==> config.mk <==
export PLATFORM = sky130hd
export DESIGN_NAME = text_console_cursor_escape_control
export DESIGN_NICKNAME = d
export VERILOG_FILES = /design/src/rtl/tcon_pkg.sv /design/src/rtl/text_console_cursor_escape_control.sv
export VERILOG_INCLUDE_DIRS = /design/src /design/src/rtl
export SDC_FILE = /design/constraint.sdc
export NUM_CORES = 1
export LEC_CHECK = 0
export ABC_AREA = 1
export BUFFER_PORTS_ARGS = -buffer_cell sky130_fd_sc_hd__buf_2
export CORE_ASPECT_RATIO = 0.75
export CORE_MARGIN = 8
export CORE_UTILIZATION = 55
export DETAILED_ROUTE_END_ITERATION = 8
export GPL_TIMING_DRIVEN = 1
export PLACE_DENSITY = 0.74
export SYNTH_ARGS = -nofsm -noshare
export SYNTH_HDL_FRONTEND = slang
export SYNTH_SLANG_ARGS = --single-unit
==> constraint.sdc <==
create_clock -name clk -period 6.2 [get_ports clk]
set_input_delay 1.24 -clock clk [delete_from_list [all_inputs] [get_ports clk]]
set_output_delay 1.24 -clock clk [all_outputs]
set_load 0.01 [all_outputs]
==> src/rtl/text_console_cursor_escape_control_defines.svh <==
// ----------------------------------------------------------------------------
// Text console assertion macros
// Shared assertion macros for the console cursor and escape control logic.
// ----------------------------------------------------------------------------
`ifndef TEXT_CONSOLE_CURSOR_ESCAPE_CONTROL_DEFINES_SVH
`define TEXT_CONSOLE_CURSOR_ESCAPE_CONTROL_DEFINES_SVH
`ifndef SYNTHESIS
// Checked while out of reset.
`define TCON_ASSERT(lbl, prop, msg) \
	lbl: assert property (@(posedge clk) disable iff (!arst_n) prop) else $error(msg);
// Checked at every edge, reset included.
`define TCON_ASSERT_ALWAYS(lbl, prop, msg) \
	lbl: assert property (@(posedge clk) prop) else $error(msg);
`else
`define TCON_ASSERT(lbl, prop, msg)
`define TCON_ASSERT_ALWAYS(lbl, prop, msg)
`endif
`endif

==> src/rtl/tcon_pkg.sv <==
`timescale 1ns / 1ps
// ----------------------------------------------------------------------------
// Text console package
// Command codes, parser states, character codes and the result beat type.
// ----------------------------------------------------------------------------
package tcon_pkg;

	typedef enum logic [1:0] {
		CMD_DRAW   = 2'd0,
		CMD_SCROLL = 2'd1,
		CMD_CLEAR  = 2'd2
	} cmd_t;

	typedef enum logic [1:0] {
		PS_NORMAL  = 2'd0,
		PS_ESCAPE  = 2'd1,
		PS_COMMAND = 2'd2,
		PS_UNUSED  = 2'd3
	} parse_t;

	localparam logic [7:0] CH_ESC       = 8'd27;
	localparam logic [7:0] CH_BRACKET   = 8'h5B;
	localparam logic [7:0] CH_K         = 8'h4B;
	localparam logic [7:0] CH_CR        = 8'h0D;
	localparam logic [7:0] CH_LF        = 8'h0A;
	localparam logic [7:0] CH_PRINTABLE = 8'd32;
	localparam int         CELL_HEIGHT  = 16;
	localparam int         CELL_WIDTH   = 8;
	localparam logic [6:0] ROW_MAX      = 7'd127;

	typedef struct packed {
		cmd_t        command;
		logic [7:0]  glyph;
		logic [6:0]  cursor_column;
		logic [6:0]  cursor_row;
		logic [20:0] pixel_offset;
		logic        last;
	} result_t;

endpackage

==> src/rtl/text_console_cursor_escape_control.sv <==
`timescale 1ns / 1ps
// ----------------------------------------------------------------------------
// Text console cursor and escape control
// Turns console bytes into draw, scroll and clear-to-end-of-line commands.
//
//   Channel | Handshake            | Payload
//   --------+----------------------+---------------------------------------
//   input   | in_valid / in_stall  | char_code
//   output  | out_valid / out_stall| command, glyph, cursor_column,
//           |                      | cursor_row, pixel_offset, last
//
// A byte is decoded in the cycle it is accepted and its zero, one or two
// result beats are written to a four-entry result queue; a new byte can be
// taken every cycle while the queue has room. A byte that causes two beats
// puts them on the output one after the other. The input stalls while
// fewer than two entries are free. Reset clears cursor, parser and queue.
// ----------------------------------------------------------------------------
`include "text_console_cursor_escape_control_defines.svh"

module text_console_cursor_escape_control #(
	parameter int COLUMNS    = 128,
	parameter int ROWS       = 64,
	parameter int LINE_PITCH = 1024
) (
	input  logic              clk,
	input  logic              arst_n,
	input  logic              in_valid,
	output logic              in_stall,
	input  logic [7:0]        char_code,
	output logic              out_valid,
	input  logic              out_stall,
	output tcon_pkg::cmd_t    command,
	output logic [7:0]        glyph,
	output logic [6:0]        cursor_column,
	output logic [6:0]        cursor_row,
	output logic [20:0]       pixel_offset,
	output logic              last
);
	import tcon_pkg::*;

	localparam logic [7:0] COLUMNS_W  = 8'(COLUMNS);
	localparam logic [6:0] ROWS_W     = 7'(ROWS);
	localparam logic [6:0] BOTTOM_ROW = 7'(ROWS - 1);
	localparam logic [31:0] ROW_STEP  = 32'(CELL_HEIGHT * LINE_PITCH);

	logic [7:0]  column_q;
	logic [6:0]  row_q;
	parse_t      ps_q;

	result_t     queue_q [4];
	logic [1:0]  wr_ptr_q;
	logic [1:0]  rd_ptr_q;
	logic [2:0]  count_q;

	logic        in_fire;
	logic        pop;
	logic [1:0]  n_res;
	result_t     res0;
	result_t     res1;
	logic [7:0]  column_d;
	logic [6:0]  row_d;
	parse_t      ps_d;
	logic        scroll;
	logic        draw;
	logic        clear;
	logic [6:0]  draw_row;
	logic [6:0]  lf_row;
	logic [7:0]  col_inc;
	logic [7:0]  cell_col;
	logic [6:0]  cell_row;
	logic [31:0] offset_full;
	result_t     cell_res;
	result_t     scroll_res;
	result_t     head;

	assign in_stall = count_q > 3'd2;
	assign in_fire  = in_valid && !in_stall;
	assign out_valid = count_q != 3'd0;
	assign pop      = out_valid && !out_stall;

	always_comb begin
		column_d = column_q;
		row_d    = row_q;
		ps_d     = ps_q;
		scroll   = 1'b0;
		draw     = 1'b0;
		clear    = 1'b0;
		draw_row = (row_q >= ROWS_W) ? BOTTOM_ROW : row_q;
		lf_row   = (row_q < ROW_MAX) ? row_q + 7'd1 : row_q;
		col_inc  = column_q + 8'd1;
		unique case (ps_q)
			PS_NORMAL: begin
				if (char_code >= CH_PRINTABLE) begin
					scroll = row_q >= ROWS_W;
					draw   = 1'b1;
					row_d  = draw_row;
					column_d = col_inc;
					if (col_inc >= COLUMNS_W) begin
						column_d = 8'd0;
						if (draw_row < ROW_MAX) begin
							row_d = draw_row + 7'd1;
						end
					end
				end else if (char_code == CH_CR) begin
					column_d = 8'd0;
				end else if (char_code == CH_LF) begin
					column_d = 8'd0;
					row_d    = lf_row;
					if (lf_row >= ROWS_W) begin
						scroll = 1'b1;
						row_d  = BOTTOM_ROW;
					end
				end else if (char_code == CH_ESC) begin
					ps_d = PS_ESCAPE;
				end
			end
			PS_ESCAPE: begin
				if (char_code == CH_BRACKET) begin
					ps_d = PS_COMMAND;
				end else begin
					clear = (char_code == CH_K) && (row_q < ROWS_W);
					ps_d  = PS_NORMAL;
				end
			end
			PS_COMMAND: begin
				clear = (char_code == CH_K) && (row_q < ROWS_W);
				ps_d  = PS_NORMAL;
			end
			default: begin
				ps_d = PS_NORMAL;
			end
		endcase
	end

	always_comb begin
		cell_col    = column_q;
		cell_row    = draw ? draw_row : row_q;
		offset_full = ({24'd0, cell_col} * 32'(CELL_WIDTH)) + ({25'd0, cell_row} * ROW_STEP);

		cell_res.command       = draw ? CMD_DRAW : CMD_CLEAR;
		cell_res.glyph         = draw ? char_code : 8'd0;
		cell_res.cursor_column = cell_col[6:0];
		cell_res.cursor_row    = cell_row;
		cell_res.pixel_offset  = offset_full[20:0];
		cell_res.last          = 1'b1;

		scroll_res.command       = CMD_SCROLL;
		scroll_res.glyph         = 8'd0;
		scroll_res.cursor_column = 7'd0;
		scroll_res.cursor_row    = 7'd0;
		scroll_res.pixel_offset  = 21'd0;
		scroll_res.last          = !draw;

		res0  = scroll ? scroll_res : cell_res;
		res1  = cell_res;
		n_res = 2'({1'b0, scroll}) + 2'({1'b0, draw || clear});
	end

	always_ff @(posedge clk or negedge arst_n) begin
		if (!arst_n) begin
			column_q <= 8'd0;
			row_q    <= 7'd0;
			ps_q     <= PS_NORMAL;
			wr_ptr_q <= 2'd0;
			rd_ptr_q <= 2'd0;
			count_q  <= 3'd0;
		end else begin
			if (in_fire) begin
				column_q <= column_d;
				row_q    <= row_d;
				ps_q     <= ps_d;
			end
			if (pop) begin
				rd_ptr_q <= rd_ptr_q + 2'd1;
			end
			if (in_fire) begin
				wr_ptr_q <= wr_ptr_q + n_res;
			end
			count_q <= count_q + (in_fire ? {1'b0, n_res} : 3'd0) - {2'd0, pop};
		end
	end

	always_ff @(posedge clk) begin
		if (in_fire && n_res != 2'd0) begin
			queue_q[wr_ptr_q] <= res0;
		end
		if (in_fire && n_res == 2'd2) begin
			queue_q[wr_ptr_q + 2'd1] <= res1;
		end
	end

	assign head          = queue_q[rd_ptr_q];
	assign command       = head.command;
	assign glyph         = head.glyph;
	assign cursor_column = head.cursor_column;
	assign cursor_row    = head.cursor_row;
	assign pixel_offset  = head.pixel_offset;
	assign last          = head.last;

	`TCON_ASSERT_ALWAYS(a_count_bound, count_q <= 3'd4, "Result queue count exceeds its depth.")
	`TCON_ASSERT(a_row_bound, row_q <= ROWS_W, "Cursor row is past the pending-scroll row.")
	`TCON_ASSERT(a_col_bound, column_q < COLUMNS_W, "Cursor column is outside the screen.")
	`TCON_ASSERT(a_two_beats, (in_fire && n_res == 2'd2 && !pop) |=> count_q == $past(count_q) + 3'd2, "A two-beat byte did not add two queue entries.")

endmodule
Word-level counts from Yosys, hierarchy flattened. Memories as Yosys holds them, arrays and structs flattened. Index checks and enable logic that the tools add are counted. Widths: inputs -> output; s select.

Muxes and demuxes: 36. Shift-type cells: 0. Reduce and logical (&&, ||, !) cells: 17. Add/subtract/negate cells: 10. Multiply operators: 0. Div/mod/pow operators: 0. Eq/ne operators: 13. Bitwise logic cells: 0. Magnitude comparators: 8.

Operators with widths (number): $mux 7 (9); $mux 46 (1); $mux 8 (5); $add 11x21->21 (1); $lt 7x7->1 const B (3); $eq 8x4->1 const B (2); $eq 8x7->1 const B (2); $add 7x1->7 const B (2); $ge 7x7->1 const B (2); $mux 2 (7); $mux 1 (12); $ne 2x2->1 const B (5); $add 8x1->8 const B (1); $eq 8x5->1 const B (1); $ge 8x6->1 const B (1); $ge 8x8->1 const B (1); $reduce_bool 3->1 (2); $logic_and 1x1->1 (5); $reduce_and 5->1 (1); $add 2x1->2 const B (2); $eq 2x2->1 const B (2); $pmux 2 s2 (1); $reduce_and 4->1 (1); $reduce_bool 2->1 (2); other kinds (11) (13).

Memory bits (read-only): 0. Memories kept: 1. Latch bits: 0. Output and inout port bits: 48. Flip-flop bits (word level): 24. Bits in writable memories: 184.

Memories: queue_q (words 4, width 46, read ports 1, clocked after Yosys merged registers in 0, wr ports 2, line text_console_cursor_escape_control.sv:50) `result_t queue_q [4];`.

Longest topological paths before layout.
Depth after elaboration: 13. Mapped depth: 18.

Least setup slack after synthesis. OpenSTA, ideal clock, no wires.

Path kind: input to register. Start point: input char_code[2]. End point: register count_q[2]. Arrival time: 3.543 ns. Slack: 2.528 ns. Data required time: 6.071 ns. Buffers on the path: 1. Stages on the path: 18. Cell sequence: inv_1 nand2_1 nor2_1 nand2_2 nor2_2 nand3_4 nand2_8 inv_2 buf_4 ha_1 nand2_1 ha_1 inv_1 ha_1 inv_1 fa_1 xnor2_1 xor2_1.

Cells in the longest elaborated chain, start to end: 9. Elaborated cells between the ends (all ways): 19.

RTL lines: from (decl) (line text_console_cursor_escape_control.sv:29) `input logic [7:0] char_code,`; branches (longest 5 deep; another with $ge 8x6->1); $add 1x1->2 * (line text_console_cursor_escape_control.sv:156) `n_res = 2'({1'b0, scroll}) + 2'({1'b0, draw || clear});`; $mux 2 * (line text_console_cursor_escape_control.sv:179) `count_q <= count_q + (in_fire ? {1'b0, n_res} : 3'd0) - {2'd0, pop};`; $add 3x2->3 * (line text_console_cursor_escape_control.sv:179); $sub 3x1->3 * (line text_console_cursor_escape_control.sv:179); to (signal assigned) (line text_console_cursor_escape_control.sv:179); to (decl) (line text_console_cursor_escape_control.sv:53) `logic [2:0] count_q;`.

Mark *: on every way between the ends. A chain may end at the register's enable or synchronous reset.

==> results.tsv <==
stage	metric	value	unit
floorplanning	die_w	149.5	um
timing	fin_skew	0.009395	ns
timing	rsz0062_at_grt	false	
timing	holdWs	0.4775	ns
routing	via_per_inst	5.351	
run_status	status	complete, no violations	
critical_path	path_class	input port to flip-flop	
critical_path	timing.rr.start	row_q[0]	
place	preCtsSetupSlack	1.930	ns
routing	drtAntennaViolNets	0	
clock_network	clkLatencyLatePin	0.43	ns
floorplanning	start_util	56.49	%
critical_path	critical_path.cell_chain	buf_2, inv_2, nand2_2, nor2_4, nand2_2, nor2_2, nand3_4, nand2_8, inv_2, ha_1, nor2_4, nand3_1, nand2_2, nand2_4, nor2_1	
clock_network	clk_pin_slew_worst_paths	0.06	ns
timing	worst_pin_slew	1.050	ns
critical_path	r2r_slack	2.60	ns
timing	setup_viol	0	
synth	synthFlopType	edfxtp_1	
layout	drive_gt1_share	19.14	%
critical_path	end_kind	flip-flop	
pwr	vdd_drop_max	0.3147	mV
synth	ys_warn_count	0	
pwr	power_leakage	3.532	nW
critical_path	cp.required	6.47	ns
layout	synthToLayoutAreaGrowth	10.52	%
clock_network	numCtsBuffers	17	
floorplanning	die_area	17360	sq um
floorplanning	std_cell_rows	36	
floorplanning	die_h	116.1	um
synth	syn_area_per_cell	8.423	sq um
synth	synth-seq-cells	128	
critical_path	path_depth	15	
timing	post-route-min-period	3.867	ns
timing	finalHoldViolCount	0	
timing	postLayoutSetupSlackWorst	2.333	ns
synth	async_flop_share	18.75	%
clock_network	cts.htree.levels	4	
floorplanning	io_pins	60	
clock_network	cts_sinks	128	
grt	grt.total_usage	21.34	%
routing	wl	17830	um
grt	grt_pass1_vias	5484	
timing	fin_setup_tns	0	ns
worst_hold_path	min-delay-start	queue_q[1][44]	
grt	grt_max_degree	55	
critical_path	critPathMaxFanout	28	
critical_path	path_delay_family	simple AND/OR/NAND/NOR gates	
critical_path	r2r_end	queue_q[3][45]	
run	drv_cap	0	
place	place_congestion	0.8827	
place	port-buffer-count	53	
synth	ys_types	39	
synth	synthCells	873	
grt	grt_pass1_wl	28570	um
clock_network	postCtsSetupRepairBufs	0	
timing	fin_crit_sh	62.37	%
routing	wl_per_cell	16.51	um
routing	drc_errors	0	
pwr	power-per-cell-area	470.3	nW/um^2
timing	slew_viol_final	0	
synth	synth_area	7353	sq um
critical_path	path_buf_inv	3	
critical_path	critPathSlowestCell	nand2_2	
grt	gr-total-overflow	0	
worst_hold_path	hp-class	flip-flop to flip-flop	
clock_network	clockBufferDepth	2	
timing	fmax	0.2586	GHz
routing	dr.first_iter.drc_count	412	
critical_path	startpoint_type	input port	
floorplanning	core	13020	sq um
synth	synth_edf_count	96	
place	dp_hpwl	11650	um
layout	fill_cells	1132	
critical_path	crit_top_cell	nand2_2	
layout	insertedDiodeCount	0	
grt	antenna_found_initial	0	
critical_path	critPathMaxStageDelay	0.57	ns
worst_hold_path	hold_end	queue_q[1][44]	
critical_path	critical_path_arrival	4.14	ns
critical_path	worstRegToRegCells	14	
layout	final_nets	923	
clock_network	cts_tree	built	
routing	dr.pass1.iters	5	
routing	vias	5779	
worst_hold_path	worst_hold_path.num_cells	2	
clock_network	hold_buffers	0	
clock_network	cts_resized	0	
clock_network	cts_root_buffer	clkbuf_16	
timing	relSlewSlack	29.91	%
synth	ys_seq_area_share	49.55	%
[metal layers]
metal,GRT usage (%),routed length (um),up-vias
li1,-,-,2862
met1,29.67,8366,2687
met2,31.32,7559,214
met3,6.659,1730,16
met4,6.372,176,0
met5,0,0,-
[registers in the layout, indices dropped and copies added (netlist names)]
name / cells
ps_q: 2
rd_ptr_q: 2
wr_ptr_q: 2
row_q: 7
cell_col: 8
queue_q: 104
count_q: 3
[where the power goes]
group	total (mW)	internal (mW)	switching, mW
sequential	1.21	1.10	0.115
clock	1.07	0.678	0.394
combinational	1.54	0.496	1.04
[per-stage QoR]
stage          instance area, sq um  total power [mW]  utilization, %  std cells
3_5_place_dp                   7493             2.761           57.56       1048
2_1_floorplan                  7372             2.353               -        878
3_3_place_gp                   7493             2.748           57.56       1048
5_1_grt                        8127             4.060           62.43       1080
4_1_cts                        8127             3.839           62.43       1080
6_report                       8127             3.822           62.43       1080
[worst reg2reg max path, stage by stage, from the launching register on]
cell	delay, ns
dfrtp_1	0.53
ha_1	0.28
nand2_1	0.08
nor2_1	0.10
nand3_1	0.09
nand2_2	0.11
nand3_4	0.11
nand2_8	0.26
inv_2	0.19
ha_1	0.26
nor2_4	0.14
nand3_1	0.15
nand2_2	0.57
nand2_4	0.39
nor2_1	0.20
[cell usage in the layout (no fill, tap or decap), types with 24 or more instances in the layout]
| cell | count |
|---|---|
| buf_2 | 53 |
| dfrtp_1 | 24 |
| edfxtp_1 | 96 |
| inv_1 | 68 |
| nand2_1 | 239 |
| nand3_1 | 40 |
| nor2_1 | 114 |
| nor2_2 | 37 |
| o21ai_0 | 64 |
| o22ai_1 | 28 |
[cell type report]
| cell class | instances | area, sq um | area share (%) |
|---|---|---|---|
| tap | 171 | 214.0 | 2.633 |
| sequential | 128 | 3643 | 44.83 |
| clock inverter | 15 | 207.7 | 2.556 |
| inverter | 79 | 296.5 | 3.649 |
| clock buffer | 17 | 425.4 | 5.235 |
| multi-input combinational | 612 | 3037 | 37.37 |
| timing repair buffer | 58 | 302.8 | 3.726 |
[worst max-delay path by stage]
stage / start / slack (ns) / endpoint
6_report: char_code[7] / 2.33 / queue_q[3][45]
5_1_grt: char_code[7] / 2.08 / queue_q[3][29]
4_1_cts: char_code[7] / 2.35 / queue_q[3][43]
3_5_place_dp: char_code[7] / 1.93 / queue_q[3][43]
3_3_place_gp: char_code[2] / 1.98 / queue_q[3][45]
2_1_floorplan: char_code[2] / 2.53 / count_q[2]
[cell families after synthesis]
kind of cell / share of synthesized area, %
other: 0.05100
AO/OA/AOI/OAI: 8.287
XOR/XNOR: 1.191
adder cells (fa/ha/maj): 2.654
buffers and inverters: 9.409
flip-flops: 49.55
AND/OR/NAND/NOR: 28.86
[synth_stat cells, types with 9 or more instances]
library cell  instances  share of area [%]
dfrtp_1              24                8.2
nand2_2              16                1.4
nand3_1              40                2.7
ha_1                 14                2.4
nand2_1             239                 12
buf_4                31                3.2
inv_1                68                3.5
o22ai_1              28                2.4
inv_2                 9               0.46
o21ai_0              64                4.4
edfxtp_1             96                 39
nor2_1              114                5.8
nor2_2               37                3.1
clkbuf_1             12               0.61
(Power assumes the default switching activity.)
